[src/rtl/terminal_line_editor_unit_defines.svh]
// ----------------------------------------------------------------------------
// Assertion macros for the terminal line editor
// ----------------------------------------------------------------------------
`ifndef TERMINAL_LINE_EDITOR_UNIT_DEFINES_SVH
`define TERMINAL_LINE_EDITOR_UNIT_DEFINES_SVH

// Same-cycle implication, sampled on clk_i, off during reset
`define TLE_ASSERT_NOW(label, ante, cons, msg) \
  label: assert property (@(posedge clk_i) disable iff (!rst_ni) (ante) |-> (cons)) \
    else $error(msg);

// Next-cycle implication, sampled on clk_i, off during reset
`define TLE_ASSERT_NEXT(label, ante, cons, msg) \
  label: assert property (@(posedge clk_i) disable iff (!rst_ni) (ante) |=> (cons)) \
    else $error(msg);

`endif

[src/rtl/tle_pkg.sv]
// ----------------------------------------------------------------------------
// tle_pkg
// Shared constants and types of the terminal line editor.
// ----------------------------------------------------------------------------
package tle_pkg;

  // Line store geometry
  localparam int unsigned LINE_LEN = 32;
  localparam int unsigned CNT_W    = 6;
  localparam int unsigned ADDR_W   = $clog2(LINE_LEN);

  // Character codes
  localparam logic [7:0] CH_BEL = 8'h07;
  localparam logic [7:0] CH_BS  = 8'h08;
  localparam logic [7:0] CH_LF  = 8'h0A;
  localparam logic [7:0] CH_CR  = 8'h0D;
  localparam logic [7:0] CH_ESC = 8'h1B;
  localparam logic [7:0] CH_SP  = 8'h20;
  localparam logic [7:0] CH_DEL = 8'h7F;
  localparam logic [7:0] CH_NUL = 8'h00;

  // Result kinds
  typedef enum logic [1:0] {
    KIND_ECHO = 2'd0,
    KIND_LINE = 2'd1,
    KIND_TERM = 2'd2
  } tle_kind_e;

  // Sequencer states
  typedef enum logic [3:0] {
    ST_IDLE,
    ST_ECHO,
    ST_BS1,
    ST_SP,
    ST_BS2,
    ST_CR,
    ST_LF,
    ST_LINE,
    ST_TERM
  } tle_state_e;

endpackage

[src/rtl/tle_in_if.sv]
// ----------------------------------------------------------------------------
// tle_in_if
// Raw byte channel into the line editor, valid/ready handshake.
// ----------------------------------------------------------------------------
interface tle_in_if;
  logic       valid;
  logic       ready;
  logic [7:0] raw_byte;

  modport source (output valid, output raw_byte, input ready);
  modport sink   (input valid, input raw_byte, output ready);
endinterface

[src/rtl/tle_out_if.sv]
// ----------------------------------------------------------------------------
// tle_out_if
// Result channel out of the line editor, valid/ready handshake.
// ----------------------------------------------------------------------------
interface tle_out_if;
  logic       valid;
  logic       ready;
  logic [1:0] kind;
  logic [7:0] out_byte;
  logic       last;

  modport source (output valid, output kind, output out_byte, output last, input ready);
  modport sink   (input valid, input kind, input out_byte, input last, output ready);
endinterface

[src/rtl/terminal_line_editor_unit.sv]
// ----------------------------------------------------------------------------
// terminal_line_editor_unit
// Canonical-mode line editor: CR/LF folding, line editing and echo.
// ----------------------------------------------------------------------------
// Usage:
//   raw_i  : one raw keyboard byte per transaction (valid/ready).
//   res_o  : result transactions {kind, out_byte, last}; last marks the final
//            result caused by one raw byte. Bytes that are swallowed (LF after
//            CR, ESC) produce no result.
//   line_limit_we_i/line_limit_i : write of the line size, only while idle.
// Timing:
//   A raw byte is taken while the sequencer is idle, then each result
//   leaves through a single output register, one per cycle when the
//   receiver is ready. An echo-only byte gives one result, a backspace BS,
//   SP, BS, and a newline CR, LF, the stored characters and a terminator;
//   the line walk reads the store, one entry per result, via its read port.
//   raw_i.ready is low while the sequencer emits; the next byte is accepted
//   as soon as the last result sits in the output register.
// Reset: line empty, CR flag clear, line size 32, no result pending. The line
//   store itself needs no clearing.
// Stall: a stalled receiver holds the output register and freezes the
//   sequencer; no result is dropped or repeated.
// ----------------------------------------------------------------------------
`include "terminal_line_editor_unit_defines.svh"

module terminal_line_editor_unit
  import tle_pkg::*;
(
  input  logic                clk_i,
  input  logic                rst_ni,
  input  logic                line_limit_we_i,
  input  logic [CNT_W-1:0]    line_limit_i,
  tle_in_if.sink              raw_i,
  tle_out_if.source           res_o
);

  tle_state_e        state_q, state_d;
  logic              cr_q, cr_d;
  logic [CNT_W-1:0]  count_q, count_d;
  logic [CNT_W-1:0]  idx_q, idx_d;
  logic [CNT_W-1:0]  limit_q;
  logic [7:0]        echo_q, echo_d;
  logic              out_valid_q, out_valid_d;
  tle_kind_e         kind_q, kind_d;
  logic [7:0]        byte_q, byte_d;
  logic              last_q, last_d;
  logic [7:0]        mem_q [LINE_LEN];
  logic [7:0]        rd_q;
  logic              mem_we;
  logic              load;

  // normalized byte
  logic [7:0]        ch;
  logic              cr_norm;
  logic              drop;
  logic [CNT_W-1:0]  lim_cap;
  logic              room;

  // CR/LF folding
  always_comb begin
    ch      = raw_i.raw_byte;
    cr_norm = cr_q;
    drop    = 1'b0;
    priority if (cr_q) begin
      priority if (raw_i.raw_byte == CH_CR) begin
        ch = CH_LF;
      end else if (raw_i.raw_byte == CH_LF) begin
        cr_norm = 1'b0;
        drop    = 1'b1;
      end else begin
        cr_norm = 1'b0;
      end
    end else if (raw_i.raw_byte == CH_CR) begin
      cr_norm = 1'b1;
      ch      = CH_LF;
    end else begin
      cr_norm = 1'b0;
    end
  end

  // room check against the capped limit
  assign lim_cap = (limit_q > CNT_W'(LINE_LEN)) ? CNT_W'(LINE_LEN) : limit_q;
  assign room    = ({1'b0, count_q} + (CNT_W+1)'(1)) < {1'b0, lim_cap};

  assign load        = !out_valid_q || res_o.ready;
  assign raw_i.ready = (state_q == ST_IDLE);

  // sequencer: next state and output register loading
  always_comb begin
    state_d     = state_q;
    cr_d        = cr_q;
    count_d     = count_q;
    idx_d       = idx_q;
    echo_d      = echo_q;
    out_valid_d = out_valid_q && !res_o.ready;
    kind_d      = kind_q;
    byte_d      = byte_q;
    last_d      = last_q;
    mem_we      = 1'b0;

    unique case (state_q)
      ST_IDLE: begin
        if (raw_i.valid) begin
          cr_d = cr_norm;
          if (!drop) begin
            priority if (ch == CH_ESC) begin
              cr_d = 1'b0;
            end else if (ch == CH_LF) begin
              idx_d   = '0;
              state_d = ST_CR;
            end else if (ch == CH_BS || ch == CH_DEL) begin
              if (count_q != '0) begin
                count_d = count_q - CNT_W'(1);
                state_d = ST_BS1;
              end else begin
                echo_d  = CH_BEL;
                state_d = ST_ECHO;
              end
            end else if (room) begin
              mem_we  = 1'b1;
              count_d = count_q + CNT_W'(1);
              echo_d  = ch;
              state_d = ST_ECHO;
            end else begin
              echo_d  = CH_BEL;
              state_d = ST_ECHO;
            end
          end
        end
      end
      ST_ECHO: begin
        if (load) begin
          out_valid_d = 1'b1;
          kind_d      = KIND_ECHO;
          byte_d      = echo_q;
          last_d      = 1'b1;
          state_d     = ST_IDLE;
        end
      end
      ST_BS1: begin
        if (load) begin
          out_valid_d = 1'b1;
          kind_d      = KIND_ECHO;
          byte_d      = CH_BS;
          last_d      = 1'b0;
          state_d     = ST_SP;
        end
      end
      ST_SP: begin
        if (load) begin
          out_valid_d = 1'b1;
          kind_d      = KIND_ECHO;
          byte_d      = CH_SP;
          last_d      = 1'b0;
          state_d     = ST_BS2;
        end
      end
      ST_BS2: begin
        if (load) begin
          out_valid_d = 1'b1;
          kind_d      = KIND_ECHO;
          byte_d      = CH_BS;
          last_d      = 1'b1;
          state_d     = ST_IDLE;
        end
      end
      ST_CR: begin
        if (load) begin
          out_valid_d = 1'b1;
          kind_d      = KIND_ECHO;
          byte_d      = CH_CR;
          last_d      = 1'b0;
          state_d     = ST_LF;
        end
      end
      ST_LF: begin
        if (load) begin
          out_valid_d = 1'b1;
          kind_d      = KIND_ECHO;
          byte_d      = CH_LF;
          last_d      = 1'b0;
          state_d     = (count_q == '0) ? ST_TERM : ST_LINE;
        end
      end
      ST_LINE: begin
        // walk the store, one entry per emitted result
        if (load) begin
          out_valid_d = 1'b1;
          kind_d      = KIND_LINE;
          byte_d      = rd_q;
          last_d      = 1'b0;
          idx_d       = idx_q + CNT_W'(1);
          if (idx_d == count_q) begin
            state_d = ST_TERM;
          end
        end
      end
      ST_TERM: begin
        if (load) begin
          out_valid_d = 1'b1;
          kind_d      = KIND_TERM;
          byte_d      = CH_NUL;
          last_d      = 1'b1;
          count_d     = '0;
          state_d     = ST_IDLE;
        end
      end
      default: begin
        state_d = ST_IDLE;
      end
    endcase
  end

  // control registers
  always_ff @(posedge clk_i or negedge rst_ni) begin
    if (!rst_ni) begin
      state_q     <= ST_IDLE;
      cr_q        <= 1'b0;
      count_q     <= '0;
      idx_q       <= '0;
      limit_q     <= CNT_W'(32);
      out_valid_q <= 1'b0;
    end else begin
      state_q     <= state_d;
      cr_q        <= cr_d;
      count_q     <= count_d;
      idx_q       <= idx_d;
      out_valid_q <= out_valid_d;
      if (line_limit_we_i) begin
        limit_q <= line_limit_i;
      end
    end
  end

  // payload registers
  always_ff @(posedge clk_i) begin
    echo_q <= echo_d;
    kind_q <= kind_d;
    byte_q <= byte_d;
    last_q <= last_d;
  end

  // line store, one write and one registered read port
  always_ff @(posedge clk_i) begin
    if (mem_we) begin
      mem_q[count_q[ADDR_W-1:0]] <= ch;
    end
    rd_q <= mem_q[idx_d[ADDR_W-1:0]];
  end

  assign res_o.valid    = out_valid_q;
  assign res_o.kind     = kind_q;
  assign res_o.out_byte = byte_q;
  assign res_o.last     = last_q;

  // checks
  `TLE_ASSERT_NOW(a_count_in_range, 1'b1, count_q < CNT_W'(LINE_LEN),
                  "stored character count beyond the line store")
  `TLE_ASSERT_NOW(a_walk_in_line, state_q == ST_LINE, idx_q < count_q,
                  "line walk index past the stored characters")
  `TLE_ASSERT_NEXT(a_term_clears, state_q == ST_TERM && load, count_q == '0,
                   "line not cleared after the terminator")
  `TLE_ASSERT_NEXT(a_walk_result, state_q == ST_LINE && load,
                   out_valid_q && kind_q == KIND_LINE && !last_q,
                   "line walk step did not load a line byte")

endmodule

[src/flat_wrapper.sv]
// flat-port wrapper written by rule: the top's interface ports become plain ports
module terminal_line_editor_unit_flat import tle_pkg::*;
  (clk_i, rst_ni, line_limit_we_i, line_limit_i, raw_i_valid, raw_i_raw_byte, raw_i_ready, res_o_valid, res_o_kind, res_o_out_byte, res_o_last, res_o_ready);
  tle_in_if raw_i_i ();
  tle_out_if res_o_i ();
  input  logic clk_i;
  input  logic rst_ni;
  input  logic line_limit_we_i;
  input  logic [CNT_W-1:0] line_limit_i;
  input wire logic [$bits(raw_i_i.valid)-1:0] raw_i_valid;
  input wire logic [$bits(raw_i_i.raw_byte)-1:0] raw_i_raw_byte;
  output wire logic [$bits(raw_i_i.ready)-1:0] raw_i_ready;
  output wire logic [$bits(res_o_i.valid)-1:0] res_o_valid;
  output wire logic [$bits(res_o_i.kind)-1:0] res_o_kind;
  output wire logic [$bits(res_o_i.out_byte)-1:0] res_o_out_byte;
  output wire logic [$bits(res_o_i.last)-1:0] res_o_last;
  input wire logic [$bits(res_o_i.ready)-1:0] res_o_ready;
  assign raw_i_i.valid = raw_i_valid;
  assign raw_i_i.raw_byte = raw_i_raw_byte;
  assign raw_i_ready = raw_i_i.ready;
  assign res_o_valid = res_o_i.valid;
  assign res_o_kind = res_o_i.kind;
  assign res_o_out_byte = res_o_i.out_byte;
  assign res_o_last = res_o_i.last;
  assign res_o_i.ready = res_o_ready;
  terminal_line_editor_unit u_core (.clk_i(clk_i), .rst_ni(rst_ni), .line_limit_we_i(line_limit_we_i), .line_limit_i(line_limit_i), .raw_i(raw_i_i), .res_o(res_o_i));
endmodule
[config.mk]
export PLATFORM = sky130hd
export DESIGN_NAME = terminal_line_editor_unit_flat
export DESIGN_NICKNAME = d
export VERILOG_FILES = /design/src/rtl/tle_pkg.sv /design/src/rtl/tle_in_if.sv /design/src/rtl/tle_out_if.sv /design/src/rtl/terminal_line_editor_unit.sv /design/src/flat_wrapper.sv
export VERILOG_INCLUDE_DIRS = /design/src /design/src/rtl
export SDC_FILE = /design/constraint.sdc
export NUM_CORES = 1
export LEC_CHECK = 0
export BUFFER_PORTS_ARGS = -buffer_cell sky130_fd_sc_hd__buf_2
export CAP_MARGIN = 20
export CELL_PAD_IN_SITES_DETAIL_PLACEMENT = 1
export CELL_PAD_IN_SITES_GLOBAL_PLACEMENT = 1
export CORE_MARGIN = 8
export CORE_UTILIZATION = 31
export CTS_BUF_LIST = sky130_fd_sc_hd__clkbuf_2 sky130_fd_sc_hd__clkbuf_4 sky130_fd_sc_hd__clkbuf_8
export CTS_CLUSTER_DIAMETER = 30
export DETAILED_ROUTE_END_ITERATION = 12
export PLACE_DENSITY_LB_ADDON = 0.15
export SETUP_SLACK_MARGIN = 0.4
export SLEW_MARGIN = 20
export SYNTH_ARGS = -nofsm -noshare
export SYNTH_HDL_FRONTEND = slang
export SYNTH_SLANG_ARGS = --single-unit
[constraint.sdc]
create_clock -name clk_i -period 3.8 [get_ports clk_i]
set_input_delay 0.76 -clock clk_i [delete_from_list [all_inputs] [get_ports clk_i]]
set_output_delay 0.76 -clock clk_i [all_outputs]
set_load 0.01 [all_outputs]
==> metrics <==
clock slew at reported path FFs 0.05 ns; Max Cap Violations 0; setup TNS 0 ns; Setup Skew 0.0294 ns; CTS root buf clkbuf_8; Starting DRT DRC Count 657; Die Wd 225 um; met2 Usage GRT 0.255; Final Setup Violations 0; CTS tree built; post-synthesis cell count 1048; I/O pins 32; Worst Hold Class primary input to asynchronous set/reset pin; Synth Flop Type edfxtp_1; core area 43200 um^2; Multi-input gate area 4110 um^2; DP HPWL 26300 um; total CTS buffers 78; die area 50800 um^2; Avg Synthesized Cell Area 13.0 um^2; crit end category flop; GP Congestion 0.786; routed vias/inst 5.10; worst relative slew slack 0.426; met3 Track Usage GR 0.0344; peak supply drop 263 uV; GRT met1 Usage 0.217; post-synthesis cell type count 83; layer with the highest usage met2; leading area contributor after synthesis edfxtp_1; WP data arrival 3.51 ns; post-route cell area 16400 um^2; Tmin final 3.18 ns; via count 9294; first-pass GRT wire length 61900 um; sequential cell area 9020 um^2; post-synthesis sequential area ratio 0.664; nets 1208; vias in the first global route 9752; WHS 0.163 ns; fraction of layout cells with a size suffix above 1 0.243; Initial Util 0.315; Power Total 0.0112 W; synthesized net count 1082; largest net degree at the start of global routing 71; Routed Antenna Nets 0; gr ovfl total 0; CTS sink cnt 307; Post-synth EDFFs 275; routed length per instance 22.5 um; Rows 76; post-synthesis async set-or-reset flop share 0.0782; Least-Margin Pin Slew 0.857 ns; synthesized cell area 13600 um^2; Max clock buf depth 3; kind of critical path flop to flop; GRT Total Usage 0.161; result of the run finished, final reports clean; DR pass1 iterations 4; H-Tree Depth 3; yosys warns 0; Port-buffer cells 31; Die Span Y 225 um; final period utilization 0.837; P&R area growth vs syn 20.8%; area post-placement 14800 um^2; PwrDens 683 nW/um^2; Worst Setup Start Kind flop; DRC Markers 0; max-slew violation count 0; postcts setup bufs 0; Leakage 5.95 nW; WL final 41000 um; worst endpoint required time 4.13 ns; #FFs+latches synth 307; RSZ-0062 raised after global routing false; FMAX 314 MHz; antenna violations before repair 0; final-report hold violation count 0; Synth top area share 0.608; Clock Latency Late Sink 0.64 ns; Fillers 4610; largest cells by area after synthesis edfxtp_1 (61%), dfrtp_1 (4.2%), nand2_1 (4.1%), a211oi_1 (3.0%), and3_1 (2.8%); maximum fanout along the worst path 7
-- cells in the mapped netlist, drive strengths merged, types with 7 or more instances --
master / count
edfxtp: 275
nand2: 150
and3: 60
a211oi: 55
a31oi: 55
nor2: 54
buf: 37
a21oi: 35
clkbuf: 33
o22ai: 30
nand3: 25
dfrtp: 23
o21ai: 22
inv: 15
ha: 14
xnor2: 12
mux2: 10
nand2b: 10
nor3: 10
nor4: 10
a22o: 9
dfxtp: 8
nor2b: 7
-- sequential cells by signal, summed over array words and instances (netlist names) --
name and cells:
u_core.res_o.kind 2, u_core.count_q 6, u_core.idx_q 6, u_core.limit_q 6
u_core.echo_q 8, u_core.res_o.valid 1, u_core.state_q 4, u_core.mem_q 256
u_core.res_o.out_byte 8, u_core.cr_q 1, u_core.rd_q 8, u_core.res_o.last 1
-- cell type report --
| type | count | area share |
|---|---|---|
| antenna | 1 | 0.000153 |
| tap | 585 | 0.0446 |
| timing repair buffer | 116 | 0.0522 |
| clock inverter | 38 | 0.0201 |
| multi-input combinational | 655 | 0.250 |
| sequential | 307 | 0.550 |
| clock buffer | 103 | 0.0788 |
| inverter | 16 | 0.00389 |
-- logic make-up after synthesis --
logic type | share of synthesized area
compound gates | 0.124
xor+xnor | 0.0123
fa+ha+maj | 0.0144
buf+inv | 0.0347
flops | 0.664
mux | 0.0120
simple gates | 0.138
-- critical path, cell delays in order (launching register included) --
cell and delay, ns:
dfrtp_2 0.44, ha_2 0.28, nand3_1 0.11, xnor2_1 0.15
ha_1 0.23, or3_1 0.36, o2111ai_1 0.12, and2_1 0.19
and3_2 0.25, nand2_1 0.18, buf_4 0.22, nor2_2 0.17
buf_4 0.19
-- metal layers --
layer  up-vias  share of wire
met4         0          0.026
met5         -              0
met3        85          0.041
li1       4294              -
met2       187           0.46
met1      4728           0.47
-- path summary, 6_finish.rpt --
kind / from / end / slack, ns / cells after the start
worst max-delay path: u_core.count_q[1] / u_core.mem_q[20][2] / 0.62 / 12
worst min-delay path: rst_ni / u_core.cr_q / 0.16 / 1
worst max register to register: u_core.count_q[1] / u_core.mem_q[20][2] / 0.62 / 12
worst min register to register: u_core.limit_q[2] / u_core.limit_q[2] / 0.51 / 1
max in group asynchronous: rst_ni / u_core.count_q[1] / 3.18 / 1
min in group clk_i: line_limit_i[3] / u_core.limit_q[3] / 0.38 / 2
-- what timing repair did --
| item | CTS | global route |
|---|---|---|
| resized for setup | 1 | 7 |
| setup endpoints to repair | 19 | 228 |
| gates cloned | 0 | 0 |
| hold buffers | 0 | 0 |
-- power breakdown --
group	switching (W)	internal, W
combinational	0.00180	0.00104
clock	0.00167	0.00251
sequential	0.000181	0.00400
total	0.00365	0.00755
-- cells in the final DEF (no fill, tap or decap), types with 4 or more instances in the layout --
cell type,n
xnor2_1,11
a211oi_1,55
a21oi_1,35
a311oi_1,4
clkinv_1,12
dfrtp_1,21
buf_2,31
dfxtp_1,8
buf_4,80
nand3b_1,6
nor3_1,9
o21ai_0,21
xor2_1,5
bufinv_16,4
nand2_1,145
clkbuf_4,20
o211ai_1,5
a31oi_1,52
buf_12,5
nor4_2,6
ha_1,13
edfxtp_1,275
or2_2,4
nor2_1,50
nor2b_1,5
nand4_1,5
inv_1,11
a22o_1,9
nand2b_1,9
nand3_1,24
clkbuf_8,83
clkinv_2,14
and3_1,59
mux2_2,10
and2_1,4
o22ai_1,30
nor4_1,4
mux2i_1,5
-- through the flow --
step	cells	worst slack, ns	util
floorplan	1048	0.634	-
CTS	1820	0.396	0.380
global route	1820	0.419	0.380
detailed placement	1679	0.158	0.342
global placement	1679	0.176	0.342
finish	1821	0.620	0.380
No activity file was read; power rests on OpenSTA's default activity.
